$ cat src/rtl/bcdc_pkg.sv
// Package for the BCD/binary converter: widths, codes, the pipeline word type,
// the size helper functions and the per-digit add-3 helper. Depends on nothing.
package bcdc_pkg;

    localparam int NUM_BITS   = 64;
    localparam int DIGIT_BITS = 4;
    localparam int NUM_DIGITS = NUM_BITS / DIGIT_BITS;
    localparam int NUM_CELLS  = NUM_BITS;

    // Direction codes.
    localparam logic MODE_BCD2BIN = 1'b0;
    localparam logic MODE_BIN2BCD = 1'b1;

    // Operand size codes.
    typedef enum logic [1:0] {
        SIZE_BYTE  = 2'd0,
        SIZE_WORD  = 2'd1,
        SIZE_DWORD = 2'd2,
        SIZE_QWORD = 2'd3
    } t_size;

    // Largest decimal numbers that fit the digits of each size.
    localparam logic [NUM_BITS-1:0] LIMIT_BYTE  = 64'd99;
    localparam logic [NUM_BITS-1:0] LIMIT_WORD  = 64'd9999;
    localparam logic [NUM_BITS-1:0] LIMIT_DWORD = 64'd99999999;
    localparam logic [NUM_BITS-1:0] LIMIT_QWORD = 64'd9999999999999999;

    // One word as it travels down the cell chain.
    typedef struct packed {
        logic                  valid;
        logic                  mode;
        t_size                 size;
        logic                  ovf;
        logic [NUM_BITS-1:0]   value;
        logic [NUM_BITS-1:0]   acc;
        logic [DIGIT_BITS-2:0] dig;
    } t_stage;

    function automatic logic [NUM_BITS-1:0] size_mask(input t_size sz);
        logic [NUM_BITS-1:0] m;
        unique case (sz)
            SIZE_BYTE:  m = 64'h0000_0000_0000_00FF;
            SIZE_WORD:  m = 64'h0000_0000_0000_FFFF;
            SIZE_DWORD: m = 64'h0000_0000_FFFF_FFFF;
            SIZE_QWORD: m = 64'hFFFF_FFFF_FFFF_FFFF;
        endcase
        return m;
    endfunction

    function automatic logic [NUM_BITS-1:0] size_limit(input t_size sz);
        logic [NUM_BITS-1:0] l;
        unique case (sz)
            SIZE_BYTE:  l = LIMIT_BYTE;
            SIZE_WORD:  l = LIMIT_WORD;
            SIZE_DWORD: l = LIMIT_DWORD;
            SIZE_QWORD: l = LIMIT_QWORD;
        endcase
        return l;
    endfunction

    // Add three to every BCD digit of five or more, ahead of a left shift.
    function automatic logic [NUM_BITS-1:0] add3(input logic [NUM_BITS-1:0] bcd);
        logic [NUM_BITS-1:0] r;
        r = bcd;
        for (int d = 0; d < NUM_DIGITS; d++) begin
            if (bcd[d*DIGIT_BITS +: DIGIT_BITS] >= 4'd5) begin
                r[d*DIGIT_BITS +: DIGIT_BITS] = bcd[d*DIGIT_BITS +: DIGIT_BITS] + 4'd3;
            end
        end
        return r;
    endfunction

endpackage

$ cat src/rtl/bcdc_ifs.sv


interface bcdc_out_if;
    logic        valid;
    logic        ready;
    logic [63:0] result;
    logic        overflow;

    modport source (output valid, output result, output overflow, input ready);
    modport sink   (input valid, input result, input overflow, output ready);
endinterface

$ cat src/rtl/bcdc_out.sv
// Output register with a one-word skid stage behind it.
// Depends on bcdc_pkg and the bcdc_out_if interface.
module bcdc_out (
    input  logic              i_clk,
    input  logic              i_rst_n,
    input  bcdc_pkg::t_stage  i_stage,
    output logic              o_en,
    bcdc_out_if.source        o_out
);
    import bcdc_pkg::*;

    logic                r_out_valid, n_out_valid;
    logic [NUM_BITS-1:0] r_out_res,   n_out_res;
    logic                r_out_ovf,   n_out_ovf;
    logic                r_skid_valid, n_skid_valid;
    logic [NUM_BITS-1:0] r_skid_res,  n_skid_res;
    logic                r_skid_ovf,  n_skid_ovf;
    logic [NUM_BITS-1:0] w_res;
    logic                w_take;
    logic                w_new;

    // Final result: zero on overflow, else the accumulator at the chosen size.
    assign w_res  = i_stage.ovf ? '0 : (i_stage.acc & size_mask(i_stage.size));
    assign w_take = r_out_valid && o_out.ready;
    assign w_new  = i_stage.valid && !r_skid_valid;

    // Route the arriving word to the output register or the skid stage.
    always_comb begin
        n_out_valid  = r_out_valid;
        n_out_res    = r_out_res;
        n_out_ovf    = r_out_ovf;
        n_skid_valid = r_skid_valid;
        n_skid_res   = r_skid_res;
        n_skid_ovf   = r_skid_ovf;
        if (r_skid_valid) begin
            if (w_take) begin
                n_out_res    = r_skid_res;
                n_out_ovf    = r_skid_ovf;
                n_skid_valid = 1'b0;
            end
        end else if (w_new) begin
            if (!r_out_valid || w_take) begin
                n_out_valid = 1'b1;
                n_out_res   = w_res;
                n_out_ovf   = i_stage.ovf;
            end else begin
                n_skid_valid = 1'b1;
                n_skid_res   = w_res;
                n_skid_ovf   = i_stage.ovf;
            end
        end else if (w_take) begin
            n_out_valid = 1'b0;
        end
    end

    always_ff @(posedge i_clk) begin
        if (!i_rst_n) begin
            r_out_valid  <= 1'b0;
            r_skid_valid <= 1'b0;
        end else begin
            r_out_valid  <= n_out_valid;
            r_skid_valid <= n_skid_valid;
        end
        r_out_res  <= n_out_res;
        r_out_ovf  <= n_out_ovf;
        r_skid_res <= n_skid_res;
        r_skid_ovf <= n_skid_ovf;
    end

    // The chain moves whenever the skid stage has room.
    assign o_en           = !r_skid_valid;
    assign o_out.valid    = r_out_valid;
    assign o_out.result   = r_out_res;
    assign o_out.overflow = r_out_ovf;

endmodule

$ cat src/flat_wrapper.sv
// flat-port wrapper written by rule: the top's interface ports become plain ports
module bcdc_out_flat import bcdc_pkg::*;
  (i_clk, i_rst_n, i_stage, o_en, o_out_valid, o_out_result, o_out_overflow, o_out_ready);
  bcdc_out_if o_out_i ();
  input  logic i_clk;
  input  logic i_rst_n;
  input  bcdc_pkg::t_stage i_stage;
  output logic o_en;
  output wire logic [$bits(o_out_i.valid)-1:0] o_out_valid;
  output wire logic [$bits(o_out_i.result)-1:0] o_out_result;
  output wire logic [$bits(o_out_i.overflow)-1:0] o_out_overflow;
  input wire logic [$bits(o_out_i.ready)-1:0] o_out_ready;
  assign o_out_valid = o_out_i.valid;
  assign o_out_result = o_out_i.result;
  assign o_out_overflow = o_out_i.overflow;
  assign o_out_i.ready = o_out_ready;
  bcdc_out u_core (.i_clk(i_clk), .i_rst_n(i_rst_n), .i_stage(i_stage), .o_en(o_en), .o_out(o_out_i));
endmodule
$ cat config.mk
export PLATFORM = sky130hd
export DESIGN_NAME = bcdc_out_flat
export DESIGN_NICKNAME = d
export VERILOG_FILES = /design/src/rtl/bcdc_pkg.sv /design/src/rtl/bcdc_ifs.sv /design/src/rtl/bcdc_out.sv /design/src/flat_wrapper.sv
export SDC_FILE = /design/constraint.sdc
export NUM_CORES = 1
export LEC_CHECK = 0
export BUFFER_PORTS_ARGS = -buffer_cell sky130_fd_sc_hd__buf_2
export CELL_PAD_IN_SITES_DETAIL_PLACEMENT = 1
export CELL_PAD_IN_SITES_GLOBAL_PLACEMENT = 2
export CORE_ASPECT_RATIO = 0.75
export CORE_MARGIN = 1.5
export CORE_UTILIZATION = 34
export CTS_BUF_LIST = sky130_fd_sc_hd__clkbuf_2 sky130_fd_sc_hd__clkbuf_4 sky130_fd_sc_hd__clkbuf_8
export CTS_CLUSTER_DIAMETER = 40
export DETAILED_ROUTE_END_ITERATION = 7
export PLACE_DENSITY = 0.88
export REMOVE_ABC_BUFFERS = 1
export SLEW_MARGIN = 15
export SYNTH_ARGS = -nofsm -noshare
export SYNTH_HDL_FRONTEND = slang
export SYNTH_SLANG_ARGS = --single-unit
$ cat constraint.sdc
create_clock -name i_clk -period 7.59 [get_ports i_clk]
set_input_delay 0.3795 -clock i_clk [delete_from_list [all_inputs] [get_ports i_clk]]
set_output_delay 0.3795 -clock i_clk [all_outputs]
set_load 0.1 [all_outputs]
==> qor.csv <==
metric;value;unit
endpoint_kind;flip-flop;
clock-root-buffer;clkbuf_8;
power.density;279.5;nW/um2
period_share;41.81;%
fin_ws;4416;ps
post-route-util;44.44;%
start_util;35.39;%
dr.pass1.iters;4;
clockBufferDepth;2;
core_area;14740;um2
cts_tree;yes;
power.share.combinational;19.1;%
worst_pin_slew;1059;ps
rsz0062_at_grt;false;
grt_max_degree;67;
syn_avg_cell_area;18.11;um2
route.final.wire_length;11010;um
power_switching;562.2;uW
clock_skew;12.90;ps
finalSetupTns;0;ps
portBuffers;137;
layout_min_cycle_time;3174;ps
clock_power_share;33.8;%
worstSkewPairLatency;430;ps
ir_worst_vdd;0.0001115;V
cts_buffers;17;
r2r-start;u_core.r_skid_valid;
setup.worst_path.start;u_core.r_skid_valid;
synthCells;288;
antenna_cells;0;
seqPwrFrac;47.0;%
drc;0;
worstSetupPathType;flip-flop to flip-flop;
place.gp.congestion;0.6933;
vias;2959;
dieWidth;146.0;um
dp_hpwl;6936;um
die_area;16100;um2
syn_to_final_growth;25.57;%
power.internal;1.269;mW
cts_sinks;132;
antenna_left;0;
grt_pass1_wl;17170;um
cts-hold-fix-buffers;0;
cts-htree-levels;4;
crit_fanout;66;
drive_gt1_share;53.79;%
track_usage;14.35;%
clkTransAtPathRegs;70;ps
max_freq;315.1;MHz
fp.dieH;110.3;um
ios;206;
viasPerCell;4.566;
hold-worst-slack;188.7;ps
slew_viol_final;0;
setup_viol;0;
ys_seq_elements;132;
leakagePower;2.610;nW
postCtsSetupRepairBufs;0;
maxCapViolCount;0;
wl_per_cell;16.99;um
row_count;38;
syn-cell-area;5216;um2
grt_pass1_vias;3261;
yosysWarnings;0;
total_power;1.831;mW
required;7640;ps
hold_path.startpoint;i_rst_n;
status;complete, no violations;
synth_cell_types;18;
hold_violations;0;
hp-class;input port to flip-flop;
antenna_found_initial;0;
swShare;30.70;%
critPathLaunchType;flip-flop;
gr-total-overflow;0;
crit_arrival;3230;ps
drt_iter0_drc;118;
nets;574;
max-slew-margin-rel;29.40;%
post-place-ws;4361;ps
ys_seq_area_share;75.61;%
cts-resized-gates;0;
-- sequential cells by signal, summed over array words and instances, names as in the netlist --
| signal | cells |
|---|---|
| u_core.o_out.valid | 1 |
| u_core.o_out.result | 64 |
| u_core.r_skid_ovf | 1 |
| u_core.r_skid_res | 64 |
| u_core.o_out.overflow | 1 |
| u_core.r_skid_valid | 1 |
-- area by class of cell --
class                      instances  area [um2]
clock inverter                     9       128.9
timing repair buffer             140       708.2
clock buffer                      23       291.5
tap                              200       250.2
inverter                           2       7.507
sequential                       132        3944
multi-input combinational        142        1220
fill                            1511        8189
-- cells in the final DEF, fill, tap and decap left out, types with 2 or more instances in the layout --
cell and n:
bufinv_16 3, and2_1 56, clkbuf_8 19, nand2_1 4, edfxtp_1 130, dfxtp_1 2
nor2b_1 8, mux2_2 65, clkinv_2 3, buf_2 137, clkbuf_4 4, clkinvlp_4 2
buf_4 3
-- power by group through the flow --
stage	Clock (mW)	Combinational [mW]	Sequential, mW
6_report	0.620	0.350	0.861
2_1_floorplan	0	0.0601	1.11
3_5_place_dp	0	0.352	0.878
3_3_place_gp	0	0.349	0.875
5_1_grt	0.673	0.363	0.865
4_1_cts	0.643	0.353	0.862
-- path summary, 6_finish.rpt --
| kind | end | slack [ps] | depth (start not counted) |
|---|---|---|---|
| worst min register to register | u_core.o_out.result[19] | 540 | 1 |
| worst min-delay path | u_core.r_skid_valid | 190 | 3 |
| worst max register to register | u_core.o_out.result[31] | 4420 | 5 |
| worst max-delay path | u_core.o_out.result[31] | 4420 | 5 |
-- worst max-delay path, stage by stage (launching register included) --
cell and delay [ps]:
dfxtp_1 360, inv_2 60, buf_4 690, nand2_1 240, a22oi_2 670, buf_4 720
-- metrics by stage --
stage | std cells | instance area (um2)
after detailed placement | 616 | 6130
after CTS | 648 | 6550
final | 648 | 6550
after global routing | 648 | 6550
after floorplan | 276 | 5161
after global placement | 616 | 6130
-- kinds of logic after synthesis --
group | synth area share [%]
AOI/OAI and AO/OA | 0.6716
buffers and inverters | 1.199
DFF | 75.61
muxes | 14.03
and+or+nand+nor | 8.491
-- layer usage --
metal | GRT usage (%) | routed length, um | vias to the layer above
met5 | 0 | 0 | -
met4 | 5.844 | 147 | 0
met3 | 8.148 | 1149 | 11
met2 | 22.55 | 5023 | 108
met1 | 16.32 | 4690 | 1474
li1 | - | - | 1366
-- cells in the mapped netlist, drive strengths merged --
master	count	area, um2
edfxtp	130	3904
mux2	65	732.0
and2	56	350.3
buf	8	40.04
nor2b	8	50.05
clkbuf	4	15.01
nand2	4	15.01
dfxtp	2	40.04
inv	2	7.510
a21boi	1	7.510
a21oi	1	5.000
a22oi	1	7.510
and2b	1	7.510
and3b	1	8.760
nor2	1	3.750
nor3b	1	7.510
o21ai	1	5.000
o21ba	1	10.01
(Power assumes the default switching activity.)
