--- src/rtl/bcdc_pkg.sv ---
// Package for the BCD/binary converter: widths, codes, the pipeline word type,
// the size helper functions and the per-digit add-3 helper. Depends on nothing.
package bcdc_pkg;

    localparam int NUM_BITS   = 64;
    localparam int DIGIT_BITS = 4;
    localparam int NUM_DIGITS = NUM_BITS / DIGIT_BITS;
    localparam int NUM_CELLS  = NUM_BITS;

    // Direction codes.
    localparam logic MODE_BCD2BIN = 1'b0;
    localparam logic MODE_BIN2BCD = 1'b1;

    // Operand size codes.
    typedef enum logic [1:0] {
        SIZE_BYTE  = 2'd0,
        SIZE_WORD  = 2'd1,
        SIZE_DWORD = 2'd2,
        SIZE_QWORD = 2'd3
    } t_size;

    // Largest decimal numbers that fit the digits of each size.
    localparam logic [NUM_BITS-1:0] LIMIT_BYTE  = 64'd99;
    localparam logic [NUM_BITS-1:0] LIMIT_WORD  = 64'd9999;
    localparam logic [NUM_BITS-1:0] LIMIT_DWORD = 64'd99999999;
    localparam logic [NUM_BITS-1:0] LIMIT_QWORD = 64'd9999999999999999;

    // One word as it travels down the cell chain.
    typedef struct packed {
        logic                  valid;
        logic                  mode;
        t_size                 size;
        logic                  ovf;
        logic [NUM_BITS-1:0]   value;
        logic [NUM_BITS-1:0]   acc;
        logic [DIGIT_BITS-2:0] dig;
    } t_stage;

    function automatic logic [NUM_BITS-1:0] size_mask(input t_size sz);
        logic [NUM_BITS-1:0] m;
        unique case (sz)
            SIZE_BYTE:  m = 64'h0000_0000_0000_00FF;
            SIZE_WORD:  m = 64'h0000_0000_0000_FFFF;
            SIZE_DWORD: m = 64'h0000_0000_FFFF_FFFF;
            SIZE_QWORD: m = 64'hFFFF_FFFF_FFFF_FFFF;
        endcase
        return m;
    endfunction

    function automatic logic [NUM_BITS-1:0] size_limit(input t_size sz);
        logic [NUM_BITS-1:0] l;
        unique case (sz)
            SIZE_BYTE:  l = LIMIT_BYTE;
            SIZE_WORD:  l = LIMIT_WORD;
            SIZE_DWORD: l = LIMIT_DWORD;
            SIZE_QWORD: l = LIMIT_QWORD;
        endcase
        return l;
    endfunction

    // Add three to every BCD digit of five or more, ahead of a left shift.
    function automatic logic [NUM_BITS-1:0] add3(input logic [NUM_BITS-1:0] bcd);
        logic [NUM_BITS-1:0] r;
        r = bcd;
        for (int d = 0; d < NUM_DIGITS; d++) begin
            if (bcd[d*DIGIT_BITS +: DIGIT_BITS] >= 4'd5) begin
                r[d*DIGIT_BITS +: DIGIT_BITS] = bcd[d*DIGIT_BITS +: DIGIT_BITS] + 4'd3;
            end
        end
        return r;
    endfunction

endpackage

--- src/rtl/bcdc_cell.sv ---
// One cell of the conversion chain: takes one operand bit per cycle while enabled.
// Depends on bcdc_pkg.
module bcdc_cell (
    input  logic            i_clk,
    input  logic            i_rst_n,
    input  logic            i_en,
    input  logic            i_digit_end,
    input  bcdc_pkg::t_stage i_stage,
    output bcdc_pkg::t_stage o_stage
);
    import bcdc_pkg::*;

    t_stage              r_stage;
    t_stage              n_stage;
    logic                w_bit;
    logic [NUM_BITS-1:0] w_fixed;

    assign w_bit   = i_stage.value[NUM_BITS-1];
    assign w_fixed = add3(i_stage.acc);

    // Shift the operand left and fold its top bit into the accumulator.
    always_comb begin
        n_stage       = i_stage;
        n_stage.value = {i_stage.value[NUM_BITS-2:0], 1'b0};
        if (i_stage.mode == MODE_BIN2BCD) begin
            // Double dabble step: correct the digits, then shift the bit in.
            n_stage.acc = {w_fixed[NUM_BITS-2:0], w_bit};
        end else if (i_digit_end) begin
            // Last bit of a nibble: acc = acc * 10 + digit.
            n_stage.acc = (i_stage.acc << 3) + (i_stage.acc << 1)
                        + {{(NUM_BITS-DIGIT_BITS){1'b0}}, i_stage.dig, w_bit};
            n_stage.dig = '0;
        end else begin
            n_stage.dig = {i_stage.dig[DIGIT_BITS-3:0], w_bit};
        end
    end

    // Only the valid flag is reset; the payload follows it.
    always_ff @(posedge i_clk) begin
        if (!i_rst_n) begin
            r_stage.valid <= 1'b0;
        end else if (i_en) begin
            r_stage <= n_stage;
        end
    end

    assign o_stage = r_stage;

endmodule

--- config.mk ---
export PLATFORM = sky130hd
export DESIGN_NAME = bcdc_cell
export DESIGN_NICKNAME = d
export VERILOG_FILES = /design/src/rtl/bcdc_pkg.sv /design/src/rtl/bcdc_cell.sv
export SDC_FILE = /design/constraint.sdc
export NUM_CORES = 1
export LEC_CHECK = 0
export BUFFER_PORTS_ARGS = -buffer_cell sky130_fd_sc_hd__buf_2
export CORE_MARGIN = 2
export CORE_UTILIZATION = 56
export DETAILED_ROUTE_END_ITERATION = 8
export PLACE_DENSITY = 0.83
export SYNTH_ARGS = -nofsm -noshare
export SYNTH_HDL_FRONTEND = slang
export SYNTH_SLANG_ARGS = --single-unit
--- constraint.sdc ---
create_clock -name i_clk -period 10.1 [get_ports i_clk]
set_clock_uncertainty 0.2 [all_clocks]
set_input_delay 2.02 -clock i_clk [delete_from_list [all_inputs] [get_ports i_clk]]
set_output_delay 2.02 -clock i_clk [all_outputs]
set_load 0.05 [all_outputs]
==> summary.md, run 1 <==
| Metric | Value |
|---|---|
| Outcome | finished clean |
| Leading area contributor after synthesis | edfxtp_1 |
| Largest net degree at the start of global routing | ~80 |
| Largest family of logic cells by synthesized area | compound AO/OA/AOI/OAI gates |
| Simple-Gate Fraction of Synth Area | 12.50% |
| I/O pin count | about 280 |
| Min Clock Period, post-route | 5.511 ns |
| Post-CTS Setup Bufs | 0 |
| Post-synthesis xor/xnor area fraction | 5.887% |
| H-tree levels | 4 |
| Slew HR | 35.96% |
| Root buf cell | clkbuf_16 |
| Final cell area excluding filler cells | 0.01328 sq mm |
| Die Ht | 145.2 um |
| Maximum operating frequency | 181.5 MHz |
| Slew @ Worst Pin | 0.9606 ns |
| DP HPWL | ~23,000 um |
| Dpl cell area | ~0.013 sq mm |
| Compound-Gate Fraction of Synth Area | a little over a fifth |
| Fill count | 1,583 |
| Reg-to-Reg Start | o_stage[135] |
| Post-synth EDFFs | 134 |
| Hold buffer count at cts | 0 |
| Post-synthesis adder-cell area fraction | 17.63% |
| Core area | about 0.02 sq mm |
| Vias in the first global route | between 9k and 10k |
| P_sw | 0.0007796 W |
| DRC viols | 0 |
| Pre-antenna DRT Iters | 5 |
| CTS tree | done |
| Period Utilization, post-route | 54.56% |
| Final hold slack | 0.3560 ns |
| Syn Std Cell Area | 0.01116 sq mm |
| Avg WL per Cell | 18.05 um |
| CP max FO | 6 |
| Final ANT Viol Nets | 0 |
| Max-slew violations | 0 |
| Initial antenna violation count | 4 |
| FF-to-FF path depth | 2 |
| Post-CTS sizing | 0 |
| Congestion Overflow GR | 0 |
| Max-cap violations | 0 |
| Clock Power Share | 31.0% |
| Routed wire length | slightly above 30,000 um |
| Synth Net Count | 1,452 |
| Fin Setup TNS | 0 ns |
| Via Count | 9,934 |
| Critical Path RT | about 10 ns |
| Reg2reg setup slack | 9.28 ns |
| Comb power frac | 35.5% |
| Final Setup Violations | 0 |
| Synth top area cells | edfxtp_1 36%, ha_1 17%, a21oi_1 6.8%, xnor2_1 4.6%, o21ai_0 3.2% |
| Final worst setup slack | roughly 4.6 ns |
| Pint | about 0.0013 W |
| Insertion delay to the later sink of the worst-skew pair | 0.43 ns |
| Area Overhead vs Synth | 19.04% |
| Final hold vios | 0 |
| Worst hold path type | reg -> reg |
| Deepest clock path buffer count | 2 |
| Port bufs | 274 |
| Worst Hold Path EP | o_stage[135] |
| Synth top area share | 36.06% |
| Post-synthesis mux area share | around 2.4% |
| GRT Resource Usage Total | ~29% |
| Leak | about 6 nW |
| RSZ-0062 raised after global routing | no |
| Worst setup SP type | input pin |
| Seq/Total Area, Yosys | a little over a third |
| Ys flop type | edfxtp_1 |
| First-pass GRT wire length | ~49,000 um |
| Worst VDD drop | 0.0001118 V |
| TritonCTS Buffers | 17 |
| Post-synthesis cell count | 1,156 |
| Initial core utilization | 57.14% |
| Avg Vias per Cell | 5.882 |
| Clock transition at the registers of the reported paths | 0.07 ns |
| Die W | 145.2 um |
| Distinct cell type count of the synthesized netlist | 78 |
| Mean Syn Cell Area | 9.652 sq um |
| Sink Count | 135 |
| #FFs+latches synth | 135 |
| Async SR Flop Fraction | 0% |
| Max reg flops | between 100 and 150 |
| Worst setup EP type | flip-flop |
| P per Cell Area | 153.7 mW/mm^2 |
| Min-Delay Path Depth | 2 |
| Die area | between 0.02 and 0.025 sq mm |
| FF-to-FF End | o_stage[135] |
| CP Class | in -> reg |
| Routability Congestion | 0.9053 |
| Share of cells above drive strength 1 | 23.50% |
| Ys Warns | 0 |
| Reg power frac | 33.5% |
| Sw frac | 38.18% |
| First DRT Iteration DRCs | 514 |
| Total Nets Final | around 1.7k |
| Row cnt | 51 |
| Dpl ws | about 4.2 ns |
| Hold_sp | o_stage[135] |
| Crit path DAT | 5.49 ns |
==> per-stage QoR <==
stage | power, W | instances | utilization [%]
after detailed placement | 0.001411 | 1654 | 64.98
after floorplan | 0.001232 | 1156 | -
after global placement | 0.001401 | 1654 | 64.98
final | 0.002042 | 1689 | 68.03
after CTS | 0.002045 | 1686 | 67.99
after global routing | 0.002139 | 1689 | 68.03
==> layout make-up <==
cell class	instances	area, sq um	area share (%)
multi-input cells	920	6696	50.41
clock inverters	15	162.7	1.225
flip-flops and latches	135	4044	30.44
inverters	55	206.4	1.554
repair buffers	279	1409	10.61
well taps	265	331.6	2.496
diodes	3	7.507	0.05652
clock buffers	17	425.4	3.203
==> worst max path at each step <==
stage / from / endpoint / slack (ns) / cells past startpoint
floorplan: i_en / o_stage[0] / 4.30 / 1
global placement: i_stage[3] / o_stage[64] / 4.31 / 15
detailed placement: i_stage[3] / o_stage[64] / 4.19 / 15
CTS: i_stage[3] / o_stage[64] / 4.63 / 15
global route: i_stage[3] / o_stage[64] / 4.34 / 15
finish: i_stage[3] / o_stage[64] / 4.59 / 15
==> worst max-delay path: stages <==
cell and delay [ns]:
buf_2 0.15, inv_1 0.10, fa_1 0.59, inv_1 0.06, ha_1 0.28, a21oi_1 0.16
nand4b_1 0.16, a21oi_1 0.12, o21ai_0 0.24, a21oi_1 0.17, a311oi_1 0.52, o21ai_0 0.20
nor4_1 0.26, and4b_1 0.22, a221o_1 0.25
==> cell usage after synthesis, types with 14 or more instances <==
cell type and number:
o21ai_1 18, ha_1 154, nor3b_1 20, inv_1 54
nor2b_1 14, o21ai_0 72, mux2i_1 24, a21oi_1 151
nand4_1 15, nor2_1 65, clkbuf_1 28, nand2_1 92
edfxtp_1 134, a211oi_1 22, nand2b_1 24, xnor2_1 58
a21o_1 36, xor2_1 17
==> power by group through the flow <==
| stage | combinational, W | sequential, W | clock (W) |
|---|---|---|---|
| after detailed placement | 0.000716 | 0.000695 | 0 |
| after global placement | 0.000706 | 0.000695 | 0 |
| final | 0.000726 | 0.000683 | 0.000633 |
| after CTS | 0.000722 | 0.000684 | 0.000639 |
| after floorplan | 0.000382 | 0.000850 | 0 |
| after global routing | 0.000789 | 0.000687 | 0.000662 |
==> logic make-up after synthesis <==
family | count (synthesis)
xor gates and xnor gates | 75
adders and majority gates | 156
and+or+nand+nor | 276
AOI/OAI and AO/OA | 386
other | 1
muxes | 26
buffers and inverters | 101
DFF | 135
==> layout by cell type (no fill, tap or decap), types with 18 or more instances in the layout <==
cell	count
nand2_1	92
nor3b_1	20
nor2_1	65
mux2i_1	24
buf_2	274
inv_1	54
nand2b_1	24
xnor2_1	58
ha_1	154
a211oi_1	22
a21o_1	36
o21ai_0	72
o21ai_1	18
a21oi_1	151
edfxtp_1	134
==> per-layer routing <==
layer  global-route usage [%]  part of all wire (%)
met5                        0                 0.066
met4                    10.34                   2.6
met3                    4.906                   5.6
met2                    51.33                    50
met1                    34.99                    41
No activity file was read; power rests on OpenSTA's default activity.
==> inputs of run 2 (changes only) <==
- ABC_AREA: not set -> 1
- CORE_UTILIZATION: 56 -> 51
- PLACE_DENSITY: 0.83 -> 0.78
- clock period: 10.1 -> 4.66 ns (I/O delays scaled with it)
==> summary.md, run 2 <==
| Metric | Value |
|---|---|
| Most frequent cell on the critical path | nand2_1 |
| CP Cell Sequence | buf_2 -> inv_1 -> fa_1 -> fa_1 -> inv_1 -> nand3_1 -> nor2_1 -> nand2_1 -> nand3_1 -> nand2_1 -> nand2_1 -> nand2_1 -> nand3_1 -> nand3_1 -> nand2_1 -> nand2_1 |
| CP max FO | 7 (+1) |
| Cell with the most instances after synthesis | nand2_1 |
| DRC viols | 0 (unchanged) |
| Post-synth EDFFs | 134 (unchanged) |
| Buf/Inv on CP | 3 (unchanged) |
| FF-to-FF End | o_stage[135] |
| Post-synthesis adder-cell area fraction | 14.82% (-2.8 points) |
| Max-cap violations | 0 (unchanged) |
| Final ANT Viol Nets | 0 (unchanged) |
| Area Overhead vs Synth | 18.15% |
| Worst Hold Path EP | o_stage[135] |
| Simple-Gate Fraction of Synth Area | 28.68% (+16 points) |
| Reg2reg setup slack | 3.79 ns (-5.49 ns) |
| DP HPWL | 33,360 um (+46%) |
| Post-synthesis xor/xnor area fraction | 2.112% (-3.8 points) |
| Final hold vios | 0 (unchanged) |
| Worst hold path type | reg -> reg |
| Root buf cell | clkbuf_16 |
| First-pass GRT wire length | 64,270 um (+30%) |
| Critical path's top delay family | simple AND/OR/NAND/NOR gates |
| Post-synthesis mux area share | 0% (-2.4 points) |
| Synth top area cells | edfxtp_1 30%, nand2_1 18%, ha_1 15%, inv_1 11%, a21oi_1 5.5% |
| Period Utilization, post-route | around 76% |
| I/O pin count | 276 (unchanged) |
| Synth Net Count | 2,253 (+55%) |
| Fin Setup TNS | 0 ns (unchanged) |
| FF-to-FF path depth | 2 (unchanged) |
| Ant diodes | 0 (-3) |
| First DRT Iteration DRCs | 1,212 (+140%) |
| Pre-antenna DRT Iters | 7 (+2) |
| Die area | 0.02733 sq mm (+30%) |
| Mean Syn Cell Area | 6.782 sq um (-30%) |
| Port bufs | 274 (unchanged) |
| Maximum operating frequency | 283.2 MHz |
| Insertion delay to the later sink of the worst-skew pair | 0.43 ns (about the same) |
| Distinct cell type count of the synthesized netlist | 44 (-44%) |
| Post-synth top cells | 631 x nand2_1, 400 x inv_1, 154 x ha_1 |
| Ys flop type | edfxtp_1 |
| Critical Path RT | 4.65 ns (-5.43 ns) |
| Outcome | finished clean |
| Crit path DAT | 3.53 ns (-1.96 ns) |
| Congestion Overflow GR | 0 (unchanged) |
| Min-Delay Path Depth | 2 (unchanged) |
| Compound-Gate Fraction of Synth Area | 11.07% (-11 points) |
| Critical path's slowest cell | fa_1 |
| Avg WL per Cell | 16.00 um (-11%) |
| Slew HR | 60.73% (+25 points) |
| Die W | 165.3 um (+14%) |
| Worst setup SP type | input pin |
| Leading area contributor after synthesis | edfxtp_1 |
| H-tree levels | 4 (unchanged) |
| Seq/Total Area, Yosys | 30.47% (-5.8 points) |
| Storage cell area | 0.004044 sq mm (unchanged) |
| Routed wire length | 41,370 um (+36%) |
| Initial antenna violation count | 0 (-4) |
| Post-synthesis cell count | 1,957 (+69%) |
| Leak | 8.667 nW (+46%) |
| Reg-to-Reg Start | o_stage[135] |
| Hold buffer count at cts | 0 (unchanged) |
| Sink Count | 135 (unchanged) |
| Area occupied by multi-input gates | 0.007526 sq mm (+12%) |
| CP max stage delay | 0.52 ns (-0.07 ns) |
| Hold_sp | o_stage[135] |
| Max reg flops | 135 (unchanged) |
| Routability Congestion | 1.013 (+12%) |
| CTS tree | done |
| Deepest clock path buffer count | 2 (unchanged) |
| Max-slew violations | 0 (unchanged) |
| Share of cells above drive strength 1 | 17.68% (-5.8 points) |
| CP Class | in -> reg |
| Pwr Total | 0.004750 W (+130%) |
| Slew @ Worst Pin | 0.5891 ns (-0.3715 ns) |
| Die Ht | 165.3 um (+14%) |
| Worst setup EP type | flip-flop |
| Row cnt | 59 (+16%) |
| Largest net degree at the start of global routing | 74 (-6.3%) |
| Synth top area share | 30.32% (-5.7 points) |
| Total Nets Final | 2,534 (+49%) |
| Clock transition at the registers of the reported paths | 0.07 ns (about the same) |
| GRT Resource Usage Total | 30.53% (+1.8 points) |
| Post-CTS Setup Bufs | 0 (unchanged) |
| Core area | 0.02584 sq mm (+32%) |
| Via Count | 13.33k (+34%) |
| TritonCTS Buffers | 17 (unchanged) |
| Most frequent cells in the layout | 631 x nand2_1, 399 x inv_1, 274 x buf_2, 154 x ha_1, 145 x a21oi_1 |
| Ys Warns | 0 (unchanged) |
| Largest family of logic cells by synthesized area | simple AND/OR/NAND/NOR gates |
| Syn Std Cell Area | 0.01327 sq mm (+19%) |
| Fill count | 2,494 (+58%) |
| RSZ-0062 raised after global routing | no |
| Min Clock Period, post-route | between 3 and 4 ns |
| Async SR Flop Fraction | 0% (unchanged) |
| Post-CTS sizing | 0 (unchanged) |
| Worst VDD drop | 0.0002519 V (+130%) |
| Vias in the first global route | 12.49k (+27%) |
| Avg Vias per Cell | 5.154 (-12%) |
| P per Cell Area | 302.9 mW/mm^2 (+97%) |
| Final Setup Violations | 0 (unchanged) |
| Most common cell after layout, fill and taps aside | nand2_1 |
| Finished Core Util | 60.69% (-7.3 points) |
| #FFs+latches synth | 135 (unchanged) |
| Initial core utilization | 51.37% (-5.8 points) |
[run 2: cell types whose count changed in the layout (fill, tap and decap cells not counted), moves of 20 or more]
cell and delta:
xnor2_1 -56, nand3_1 +86, mux2i_1 -24, nand2_1 +539, nor2_1 +47, a21o_1 -36, nor2_2 +22, a211oi_1 -20
inv_1 +345, nor3b_1 -20, nand2b_1 -22
[run 2: worst max-delay path by stage]
stage                     slack [ns]          end  depth (start not counted)  startpoint
final                           1.13  o_stage[63]                         16  i_stage[3]
after global routing            0.92  o_stage[39]                         16  i_stage[3]
after CTS                       1.18  o_stage[63]                         16  i_stage[3]
after detailed placement        0.73  o_stage[63]                         16  i_stage[3]
after global placement          0.81  o_stage[63]                         16  i_stage[3]
after floorplan                 0.42   o_stage[0]                          2     i_rst_n
[run 2: per-stage QoR]
stage	cell area, sq um	instances	hold slack (ns)	setup WS [ns]
after global routing	15680	2586	0.4332	0.9171
final	15680	2586	0.3686	1.128
after global placement	15060	2554	0.3169	0.8065
after floorplan	13270	1957	0.5535	0.4247
after CTS	15680	2586	0.3548	1.175
after detailed placement	15060	2554	0.3325	0.7281
[run 2: cell families (layout without fill, tap and decap cells)]
| kind of cell | Yosys count | in the layout |
|---|---|---|
| xor+xnor | 32 | 32 |
| fa+ha+maj | 156 | 156 |
| simple gates | 912 | 912 |
| flops | 135 | 135 |
| buf+inv | 446 | 740 |
| compound gates | 275 | 275 |
| other cells | 1 | 1 |
[run 2: area by class of cell]
class,count,area share [%]
inverters,421,10.11
clock inverters,15,1.269
clock buffers,17,2.713
well taps,335,2.673
flip-flops and latches,135,25.79
multi-input cells,1376,48.00
repair buffers,287,9.448
[run 2: report_power, final]
| part | switching [W] | internal, W | leakage (nW) |
|---|---|---|---|
| clock network | 0.000665 | 0.000823 | 0.300 |
| logic | 0.00128 | 0.000501 | 7.11 |
| registers | 0.0000235 | 0.00145 | 1.26 |
[run 2: worst reg2reg max path, stage by stage, from the launching register on]
cell and delay [ns]:
dfxtp_1 0.31, o21ai_0 0.19, a21oi_1 0.06
[run 2: per-layer routing]
| metal | routed length [um] | vias up | global-route usage, % |
|---|---|---|---|
| li1 | - | 6758 | - |
| met1 | 18370 | 5994 | 41.65 |
| met2 | 18470 | 508 | 49.30 |
| met3 | 3425 | 67 | 5.195 |
| met4 | 1098 | 0 | 9.953 |
| met5 | 0 | - | 0 |
